## config.mk

```make
export PLATFORM = sky130hd
export DESIGN_NAME = spg_coord_store
export DESIGN_NICKNAME = d
export VERILOG_FILES = /design/src/hdl/spg_pkg.sv /design/src/hdl/spg_coord_store.sv
export SDC_FILE = /design/constraint.sdc
export NUM_CORES = 1
export LEC_CHECK = 0
export BUFFER_PORTS_ARGS = -buffer_cell sky130_fd_sc_hd__buf_2
export CORE_MARGIN = 4
export CORE_UTILIZATION = 45
export DETAILED_ROUTE_END_ITERATION = 12
export GPL_TIMING_DRIVEN = 1
export PLACE_DENSITY = 0.7
export SYNTH_ARGS = -nofsm -noshare
export SYNTH_HDL_FRONTEND = slang
export SYNTH_SLANG_ARGS = --single-unit
export TNS_END_PERCENT = 30
```

## constraint.sdc

```tcl
create_clock -name clk_i -period 3.3 [get_ports clk_i]
set_clock_uncertainty 0.15 [all_clocks]
set_input_delay 0.825 -clock clk_i [delete_from_list [all_inputs] [get_ports clk_i]]
set_output_delay 0.825 -clock clk_i [all_outputs]
set_load 0.03 [all_outputs]
```

## src/hdl/spg_pkg.sv

```systemverilog
// ----------------------------------------------------------------------------
// spg_pkg
// Shared constants, codes and types of the Sobol point generator.
// ----------------------------------------------------------------------------
package spg_pkg;

  // Sizing
  localparam int MAX_DIMS    = 32;
  localparam int MAX_COLUMNS = 31;

  // Fixed field widths
  localparam int WordW     = 31;
  localparam int FuncW     = 2;
  localparam int DimFieldW = 5;
  localparam int ColFieldW = 5;
  localparam int DimsCfgW  = 6;
  localparam int ColsCfgW  = 5;
  localparam int CntW      = 32;
  localparam int CfgIdxW   = 2;
  localparam int CfgDataW  = 6;
  localparam int CmpW      = 8;

  // Derived internal widths
  localparam int DimW   = (MAX_DIMS > 1) ? $clog2(MAX_DIMS) : 1;
  localparam int ColW   = $clog2(MAX_COLUMNS + 1);
  localparam int AddrW  = DimW + ColW;
  localparam int TblDepth = 2 ** AddrW;

  // Configuration register indexes
  localparam logic [CfgIdxW-1:0] CfgDimensions  = 2'd0;
  localparam logic [CfgIdxW-1:0] CfgColumnCount = 2'd1;

  // Request function codes
  typedef enum logic [FuncW-1:0] {
    FuncLoad    = 2'd0,
    FuncNext    = 2'd1,
    FuncRestart = 2'd2
  } func_e;

  // Sequencer states
  typedef enum logic [3:0] {
    StIdle    = 4'b0001,
    StScan    = 4'b0010,
    StEmit    = 4'b0100,
    StExhaust = 4'b1000
  } state_e;

  // Control from the sequencer to the coordinate store
  typedef struct packed {
    logic            clear;
    logic            update;
    logic            xor_en;
    logic [DimW-1:0] dim;
  } coord_ctrl_t;

  // Fraction mask of a given number of column bits
  function automatic logic [WordW-1:0] frac_mask(input logic [ColsCfgW-1:0] cols);
    logic [CntW-1:0] m;
    m = (CntW'(32'h1) << cols) - CntW'(32'h1);
    return m[WordW-1:0];
  endfunction

endpackage

```

## src/hdl/spg_coord_store.sv

```systemverilog
// ----------------------------------------------------------------------------
// spg_coord_store
// Last integer coordinate of every dimension and the shared XOR update unit.
// ----------------------------------------------------------------------------
module spg_coord_store (
  input  logic                        clk_i,
  input  logic                        rst_ni,
  input  spg_pkg::coord_ctrl_t        ctrl_i,
  input  logic [spg_pkg::WordW-1:0]   dir_word_i,
  output logic [spg_pkg::WordW-1:0]   coord_o
);

  logic [spg_pkg::WordW-1:0] store_q [spg_pkg::MAX_DIMS];
  logic [spg_pkg::WordW-1:0] xor_word;

  // Shared XOR unit: selected coordinate with this column's direction word
  assign xor_word = ctrl_i.xor_en ? dir_word_i : '0;
  assign coord_o  = store_q[ctrl_i.dim] ^ xor_word;

  // Store: cleared on reset and restart, one dimension written per cycle
  always_ff @(posedge clk_i or negedge rst_ni) begin
    if (!rst_ni) begin
      for (int i = 0; i < spg_pkg::MAX_DIMS; i++) begin
        store_q[i] <= '0;
      end
    end else if (ctrl_i.clear) begin
      for (int i = 0; i < spg_pkg::MAX_DIMS; i++) begin
        store_q[i] <= '0;
      end
    end else if (ctrl_i.update) begin
      store_q[ctrl_i.dim] <= coord_o;
    end
  end

endmodule

```

==> Yosys cells after proc, flatten, opt, wreduce, memory -nomap -nowiden <==
Cells that the tools add are included.
{ "totals": {"inputBits": 41, "register_bits": 992, "output_inout_bits": 31, "elab_cells": 47} }
{ "classes": {"magnitude_cmp": 2, "reduce_logical": 2, "n_bitwise": 2, "mux": 9} }
{ "op_table": {"columns": ["operator", "count"], "rows": [
  ["$mux 992", 2],
  ["$bwmux 992", 1],
  ["$bmux 31 s5", 1],
  ["$demux 31 s5", 1],
  ["$mux 31", 4],
  ["$xor 31x31->31", 1],
  ["$ge 6x6->1 const B", 1],
  ["$lt 6x1->1 const B", 1],
  ["$not 5->6", 1],
  ["$reduce_bool 2->1", 1],
  ["$logic_and 1x1->1", 1]
]} }

==> Logic depth before layout (Yosys ltp) <==
Gate-level depths: netlist of the first run.
{ "logic_depth": {"depth_word": 8, "depth_mapped": 10, "depth_no_buf": 5} }

==> Least setup slack after synthesis of the first run <==
Ideal clock, no wire load.
{ "synth_path": {"kind": "in2out", "start": "in ctrl_i[1] (netlist bit)", "end": "out coord_o[0] (netlist bit)", "path_buffers": 4, "arrival_time_ns": 2.939, "slack_ns": -0.614, "required_ns": 2.325, "stages": 9, "path_cell_list": "buf_6 > buf_2 > buf_2 > mux2i_1 > o22ai_1 > or4_4 > o21a_4 > buf_6 > nor2_1"} }
{ "synth_between": {"elab_chain_len": 5} }
{ "synth_lines": {"columns": ["item", "line", "text"], "rows": [
  ["from (decl)", "spg_coord_store.sv:8", "input spg_pkg::coord_ctrl_t ctrl_i,"],
  ["$not 5->6 (implied by the code)", "spg_coord_store.sv:18", "assign coord_o = store_q[ctrl_i.dim] ^ xor_word;"],
  ["$bmux 31 s5", "spg_coord_store.sv:18", null],
  ["$mux 31 (implied by the code) (2 in series)", "spg_coord_store.sv:18", null],
  ["$xor 31x31->31", "spg_coord_store.sv:18", null],
  ["to (decl)", "spg_coord_store.sv:10", "output logic [spg_pkg::WordW-1:0] coord_o"]
]} }
No other way between the ends. The select of a mux whose other input is x is not followed.

==> Worst setup path in the final report of the first run <==
{ "layout_path": {"start": "in ctrl_i[1] (netlist bit)", "end": "out coord_o[25] (netlist bit)"} }
Same word-level chain as after synthesis.

==> impl_results.md, run 1 <==
- Result of the run: finished with violations
- Failing checks: negative setup slack
- Met1 track utilization from global routing: 39.0%
- Critical path required time: 2.32 ns
- Number of design rule violations left after detail routing: 0
- Crit. End Element: output port
- Die footprint: 123,000 sq um
- Average via count per standard cell: 6.44
- Register Area: 24,800 sq um
- CTS clock-pin slew for the worst setup and hold paths: 0.06 ns
- Count of fill cells added during filler insertion: 9,916
- Share of the yosys chip area belonging to registers: 47.0%
- Biggest regs: store_q: 992 flops
- Reg2Reg Depth: 7
- Floorplan Core Area: 116,000 sq um
- Gr busiest metal: met2
- Number of antenna violations at the first check in global routing: 4
- Portion of the clock cycle consumed by the worst path in the final layout: 119%
- Worst hold path type: reg -> reg
- Synth warn: 0
- Core utilization of the finished layout: 53.3%
- Antenna Nets Post-Route: 0
- Maximum fanout encountered on the critical timing path: 20
- Reg with most FFs: store_q
- Total internal power: 20.1 mW
- Clock tree from TritonCTS: done
- Average wire per cell in the routed design: 30.5 um
- Actual transition at the worst max-transition pin: 0.969 ns
- Placed insts: 6,007
- Count of vias placed by the detailed router: 40.3k
- Setup WS pre-CTS: -0.702 ns
- Worst Path Arrival: 2.96 ns
- Final RePlAce weighted congestion: 0.887
- Switching portion of total power: 25.7%
- Flip-flop count of the largest register, all copies and words added: 992
- Hold Vio Cnt, Final: 0
- Final WL: 191 mm
- Root buf cell: clkbuf_16
- Syn-to-layout area delta: 17.5%
- Total power density per cell area: 437 nW/um^2
- Remaining global-route overflow: 0
- Part of the total power dissipated in sequential elements: 45.2%
- Number of rows in the core area: 125
- Ports: 72
- Count of H-tree levels built during CTS: 3
- WHS Endpoint: store_q[65]$_DFFE_PN0P_
- Setup repair after global routing missed its margin: yes
- Die extent in x: 351 um
- Startpoint type of the worst setup path: primary input
- Met2 track demand over resource: 46.6%
- Setup_tns: -17.34 ns
- Yosys reg bits: 992
- Synthesized cell area: 52,800 sq um
- Cts bufs inserted: 105
- Register-to-register setup slack: 0.59 ns
- WS Path Type: in -> out
- Share of post-route cells with drive strength above 1: 39.9%
- Total Nets Final: 4,690
- Maximum resistive drop on vdd: 0.412 mV
- Hold Slack: 0.325 ns
- Chip height: 351 um
- Via count of the first global-routing pass: 40.6k
- Multi-input gate area in the final layout: 25,800 sq um
- Clock group share of total power: 45.4%
- Global-route track usage on met3: 8.30%
- First-pass GRT wire length: 276 mm
- Post-route total power: 27.1 mW
- Leak pwr: 27.0 nW
- Count of port buffers added during placement: 71
- Headroom to the max-slew limit: 35.2%
- Gr usage total: 30.4%
- Post-route standard cell area excluding fillers: 62,000 sq um
- Startpoint of the worst-slack reg-to-reg timing path: store_q[969]$_DFFE_PN0P_
- Largest net degree at the start of global routing: 90
- Final count of negative-setup-slack endpoints: 31
- Post-layout min period: 3.94 ns
- Instance area at placement: 56,900 sq um
- Count of max-cap constraint violations: 0
- Reg-to-reg critical path endpoint: store_q[70]$_DFFE_PN0P_
- Worst Setup Slack, final: -0.636 ns
- Switch Pwr: 6.97 mW
- Max-slew violation count: 0
- Worst hold path stage count: 2
- DRC marker count from the first detailed-route iteration: 4,462
- Start point of the worst hold path: store_q[65]$_DFFE_PN0P_
- Highest clock frequency the design can meet: 254 MHz
- Number of standard cells in the final layout excluding fillers: 6,262
- 1st-pass router iterations: 5
- Post-Synthesis Mean Instance Area: 11.7 sq um
- Clock Latency Late Sink: 0.70 ns
- DPL Wire Length: 115 mm
- Syn Inst Count: 4,514
- CTS Sinks: 992
- Synth Net Count: 4,555
- Clk buf depth: 3
- Gate power share: 9.4%
- Initial core utilization: 45.4%
- Distinct cell type count after synthesis: 31
[routing by layer]
layer,share of wire (%),wire (um)
met5,0.012,23
met4,6.3,12100
met3,10,19500
met2,45,85800
met1,39,73500
[layout by cell type, fill, tap and decap left out, drive strengths merged, types with 7 or more instances in the layout]
| cell type | Yosys | routed |
|---|---|---|
| nand2 | 1026 | 1026 |
| dfrtp | 992 | 992 |
| o31ai | 992 | 992 |
| buf | 303 | 522 |
| mux2i | 496 | 496 |
| o22ai | 248 | 248 |
| clkbuf | 207 | 158 |
| or4 | 63 | 63 |
| nor3 | 33 | 33 |
| nor2 | 33 | 33 |
| a21oi | 32 | 32 |
| and2 | 31 | 31 |
| o21a | 31 | 31 |
| clkinv | 0 | 25 |
| bufinv | 0 | 10 |
| clkinvlp | 0 | 7 |
[cells by family after synthesis]
group	share of synthesized area [%]
AOI/OAI and AO/OA	26.8
DFF	47.0
muxes	9.40
buffers and inverters	6.12
and+or+nand+nor	10.7
[cell usage after synthesis, drive strengths merged]
master,number,area [sq um]
or4,63,706
clkbuf,207,777
or4bb,1,11.3
nand4,1,12.5
or4b,4,40.0
nand4bb,5,61.3
o21a,31,465
and2,31,194
and3,2,12.5
o22ai,248,1550
buf,303,2450
nand4b,4,41.3
o31ai,992,11900
nor2,33,124
nor3b,4,35.0
nor3,33,514
and3b,3,26.3
dfrtp,992,24800
mux2i,496,4960
nor2b,3,18.8
nand2,1026,3850
a21oi,32,160
[area by class of cell]
cell class                 instances  area share, %
multi-input combinational       3012           41.6
sequential                       992           40.0
timing repair buffer             538           9.54
clock buffer                     145           4.84
tap                             1524           3.07
clock inverter                    48          0.910
antenna                            3         0.0121
[power by group through the flow]
stage | Clock, mW | Combinational, mW | Sequential (mW)
floorplan | 0 | 1.15 | 12.5
global placement | 0 | 2.31 | 12.5
detailed placement | 0 | 2.32 | 12.5
CTS | 12.4 | 2.40 | 12.2
global route | 12.9 | 2.62 | 12.2
finish | 12.3 | 2.55 | 12.2
[how the worst max path moves through the flow]
stage | slack, ns | endpoint | startpoint | cells past startpoint
6_report | -0.64 | coord_o[25] | ctrl_i[1] | 11
5_1_grt | -0.68 | coord_o[29] | ctrl_i[1] | 11
3_5_place_dp | -0.70 | coord_o[21] | ctrl_i[1] | 9
3_3_place_gp | -0.71 | coord_o[3] | ctrl_i[1] | 10
2_1_floorplan | -0.31 | coord_o[0] | ctrl_i[1] | 9
4_1_cts | -0.60 | coord_o[22] | ctrl_i[1] | 10
[worst max-delay path: stages]
cell,delay [ns]
buf_16,0.14
buf_16,0.16
buf_12,0.16
buf_16,0.20
mux2i_4,0.25
o22ai_1,0.09
or4_4,0.56
buf_4,0.16
nor3_4,0.17
nor2_4,0.07
buf_6,0.14
[repair_timing]
item                       4_1_cts  5_1_grt
setup endpoints to repair       31       31
gates cloned                     4        9
gates resized for setup         76       95
pin swaps                       18       38
hold buffers                     1        0
setup buffers                   24       26
hold endpoints to repair        41        0
Power figures use the tool's default switching activity.
==> run 2: changes to the inputs <==
--- a/config.mk
+++ b/config.mk
@@ -7,11 +7,11 @@
 export LEC_CHECK = 0
 export BUFFER_PORTS_ARGS = -buffer_cell sky130_fd_sc_hd__buf_2
 export CORE_MARGIN = 4
-export CORE_UTILIZATION = 45
+export CORE_UTILIZATION = 25
 export DETAILED_ROUTE_END_ITERATION = 12
 export GPL_TIMING_DRIVEN = 1
-export PLACE_DENSITY = 0.7
+export PLACE_DENSITY = 0.48
 export SYNTH_ARGS = -nofsm -noshare
 export SYNTH_HDL_FRONTEND = slang
 export SYNTH_SLANG_ARGS = --single-unit
-export TNS_END_PERCENT = 30
+export TNS_END_PERCENT = 100
==> impl_results.md, run 2 (synthesized netlist as in run 1, its figures left out) <==
- Count of max-cap constraint violations: 0
- Gr busiest metal: met2
- Total power density per cell area: 430 nW/um^2
- CTS clock-pin slew for the worst setup and hold paths: 0.06 ns
- Critical path required time: 2.32 ns
- Startpoint type of the worst setup path: primary input
- Number of standard cells in the final layout excluding fillers: 7,655
- Die footprint: 219,000 sq um
- CTS Sinks: 992
- Actual transition at the worst max-transition pin: 1.21 ns
- Setup repair after global routing missed its margin: yes
- Final RePlAce weighted congestion: 0.805
- DRC marker count from the first detailed-route iteration: 3,508
- Die extent in x: 468 um
- 1st-pass router iterations: 6
- Worst Path Arrival: 2.98 ns
- Total internal power: 21.2 mW
- Most common library cell in the layout ignoring fill and taps: nand2_1
- Result of the run: finished with violations
- Highest clock frequency the design can meet: 253 MHz
- Switch Pwr: 7.61 mW
- Reg2Reg Depth: 8
- Flip-flop count of the largest register, all copies and words added: 992
- Post-layout min period: 3.95 ns
- Maximum resistive drop on vdd: 0.416 mV
- Maximum fanout encountered on the critical timing path: 7
- Antenna Nets Post-Route: 0
- Portion of the clock cycle consumed by the worst path in the final layout: 120%
- Average wire per cell in the routed design: 29.4 um
- Register-to-register setup slack: 0.57 ns
- Floorplan Core Area: 210,000 sq um
- Reg-to-reg critical path endpoint: store_q[410]$_DFFE_PN0P_
- Headroom to the max-slew limit: 18.9%
- Root buf cell: clkbuf_16
- Gate power share: 10.3%
- DPL Wire Length: 134 mm
- Met2 track demand over resource: 31.7%
- Final count of negative-setup-slack endpoints: 31
- Failing checks: negative setup slack
- Largest net degree at the start of global routing: 113
- Crit. End Element: output port
- Count of H-tree levels built during CTS: 3
- First-pass GRT wire length: 317 mm
- Average via count per standard cell: 5.23
- Placed insts: 7,297
- Max-slew violation count: 0
- Clock group share of total power: 47.2%
- Gr usage total: 20.1%
- Leak pwr: 28.4 nW
- Remaining global-route overflow: 0
- Worst hold path stage count: 2
- Reg with most FFs: store_q
- Met1 track utilization from global routing: 28.1%
- Worst Setup Slack, final: -0.653 ns
- Count of vias placed by the detailed router: 40.0k
- Final WL: 225 mm
- Start point of the worst hold path: store_q[140]$_DFFE_PN0P_
- Count of port buffers added during placement: 71
- Switching portion of total power: 26.5%
- Number of antenna violations at the first check in global routing: 11
- Share of post-route cells with drive strength above 1: 42.9%
- Setup WS pre-CTS: -0.890 ns
- Number of design rule violations left after detail routing: 0
- Instance area at placement: 59,100 sq um
- Part of the total power dissipated in sequential elements: 42.5%
- Hold Vio Cnt, Final: 0
- Most frequent cells in the layout: 994 x nand2_1, 992 x dfrtp_1, 899 x o31ai_2
- Cts bufs inserted: 115
- WHS Endpoint: store_q[140]$_DFFE_PN0P_
- Ports: 72
- Startpoint of the worst-slack reg-to-reg timing path: store_q[689]$_DFFE_PN0P_
- Clock Latency Late Sink: 0.79 ns
- Initial core utilization: 25.2%
- Chip height: 468 um
- Clk buf depth: 3
- Number of rows in the core area: 168
- Post-route standard cell area excluding fillers: 66,900 sq um
- Global-route track usage on met3: 3.04%
- Syn-to-layout area delta: 26.8%
- Biggest regs: store_q: 992 flops
- WS Path Type: in -> out
- Via count of the first global-routing pass: 40.5k
- Count of fill cells added during filler insertion: 21.3k
- Clock tree from TritonCTS: done
- Worst hold path type: reg -> reg
- Total Nets Final: 4,804
## run 2: layout make-up
type,count,area [sq um],area share (%)
Tap cell,2805,3510,5.24
Clock inverter,37,629,0.940
Clock buffer,163,3320,4.96
Sequential cell,992,24800,37.1
Antenna cell,4,10.0,0.0150
Multi-Input combinational cell,3012,26700,39.8
Timing Repair Buffer,642,7990,11.9
## run 2: layer usage
metal | up-vias | wire length, um
li1 | 17100 | -
met1 | 21200 | 100000
met2 | 1375 | 103000
met3 | 396 | 13900
met4 | 0 | 8440
met5 | - | 0
## run 2: power groups by stage
stage	combinational (mW)	sequential (mW)	clock [mW]
finish	2.96	12.2	13.6
global route	3.06	12.2	14.3
CTS	2.86	12.2	13.8
detailed placement	2.52	12.5	0
global placement	2.52	12.5	0
floorplan	1.15	12.5	0
## run 2: repair_timing
item                                    4_1_cts  5_1_grt
endpoints found under the setup margin       31       31
pin swaps                                    85       80
hold buffers                                  1        0
buffers inserted                             95       43
resized for setup                           305      110
gates cloned                                 22        9
endpoints found under the hold margin        26        0
## run 2: metrics by stage
stage	setup TNS [ns]	hold slack [ns]	total power, mW	utilization, %
after floorplan	-9.62	0.298	13.6	-
after global placement	-394.89	0.308	15.0	28.2
after detailed placement	-402.07	0.315	15.0	28.2
after CTS	-17.65	0.328	28.9	31.5
after global routing	-18.66	0.342	29.6	31.9
final	-16.98	0.327	28.8	31.9
## run 2: how the worst max path moves through the flow
stage	slack [ns]	start	to	cells past startpoint
after floorplan	-0.31	ctrl_i[1]	coord_o[0]	9
after global placement	-0.91	ctrl_i[3]	coord_o[27]	9
after detailed placement	-0.89	ctrl_i[3]	coord_o[27]	9
after CTS	-0.63	ctrl_i[1]	coord_o[29]	10
after global routing	-0.66	ctrl_i[1]	coord_o[10]	11
final	-0.65	ctrl_i[1]	coord_o[10]	11
## run 2: worst max-delay path: stages
cell,delay (ns)
buf_16,0.13
buf_16,0.16
buf_12,0.16
buf_16,0.15
buf_8,0.11
mux2i_1,0.18
o22ai_1,0.10
or4_4,0.55
o21a_4,0.24
nor2_4,0.17
buf_6,0.16
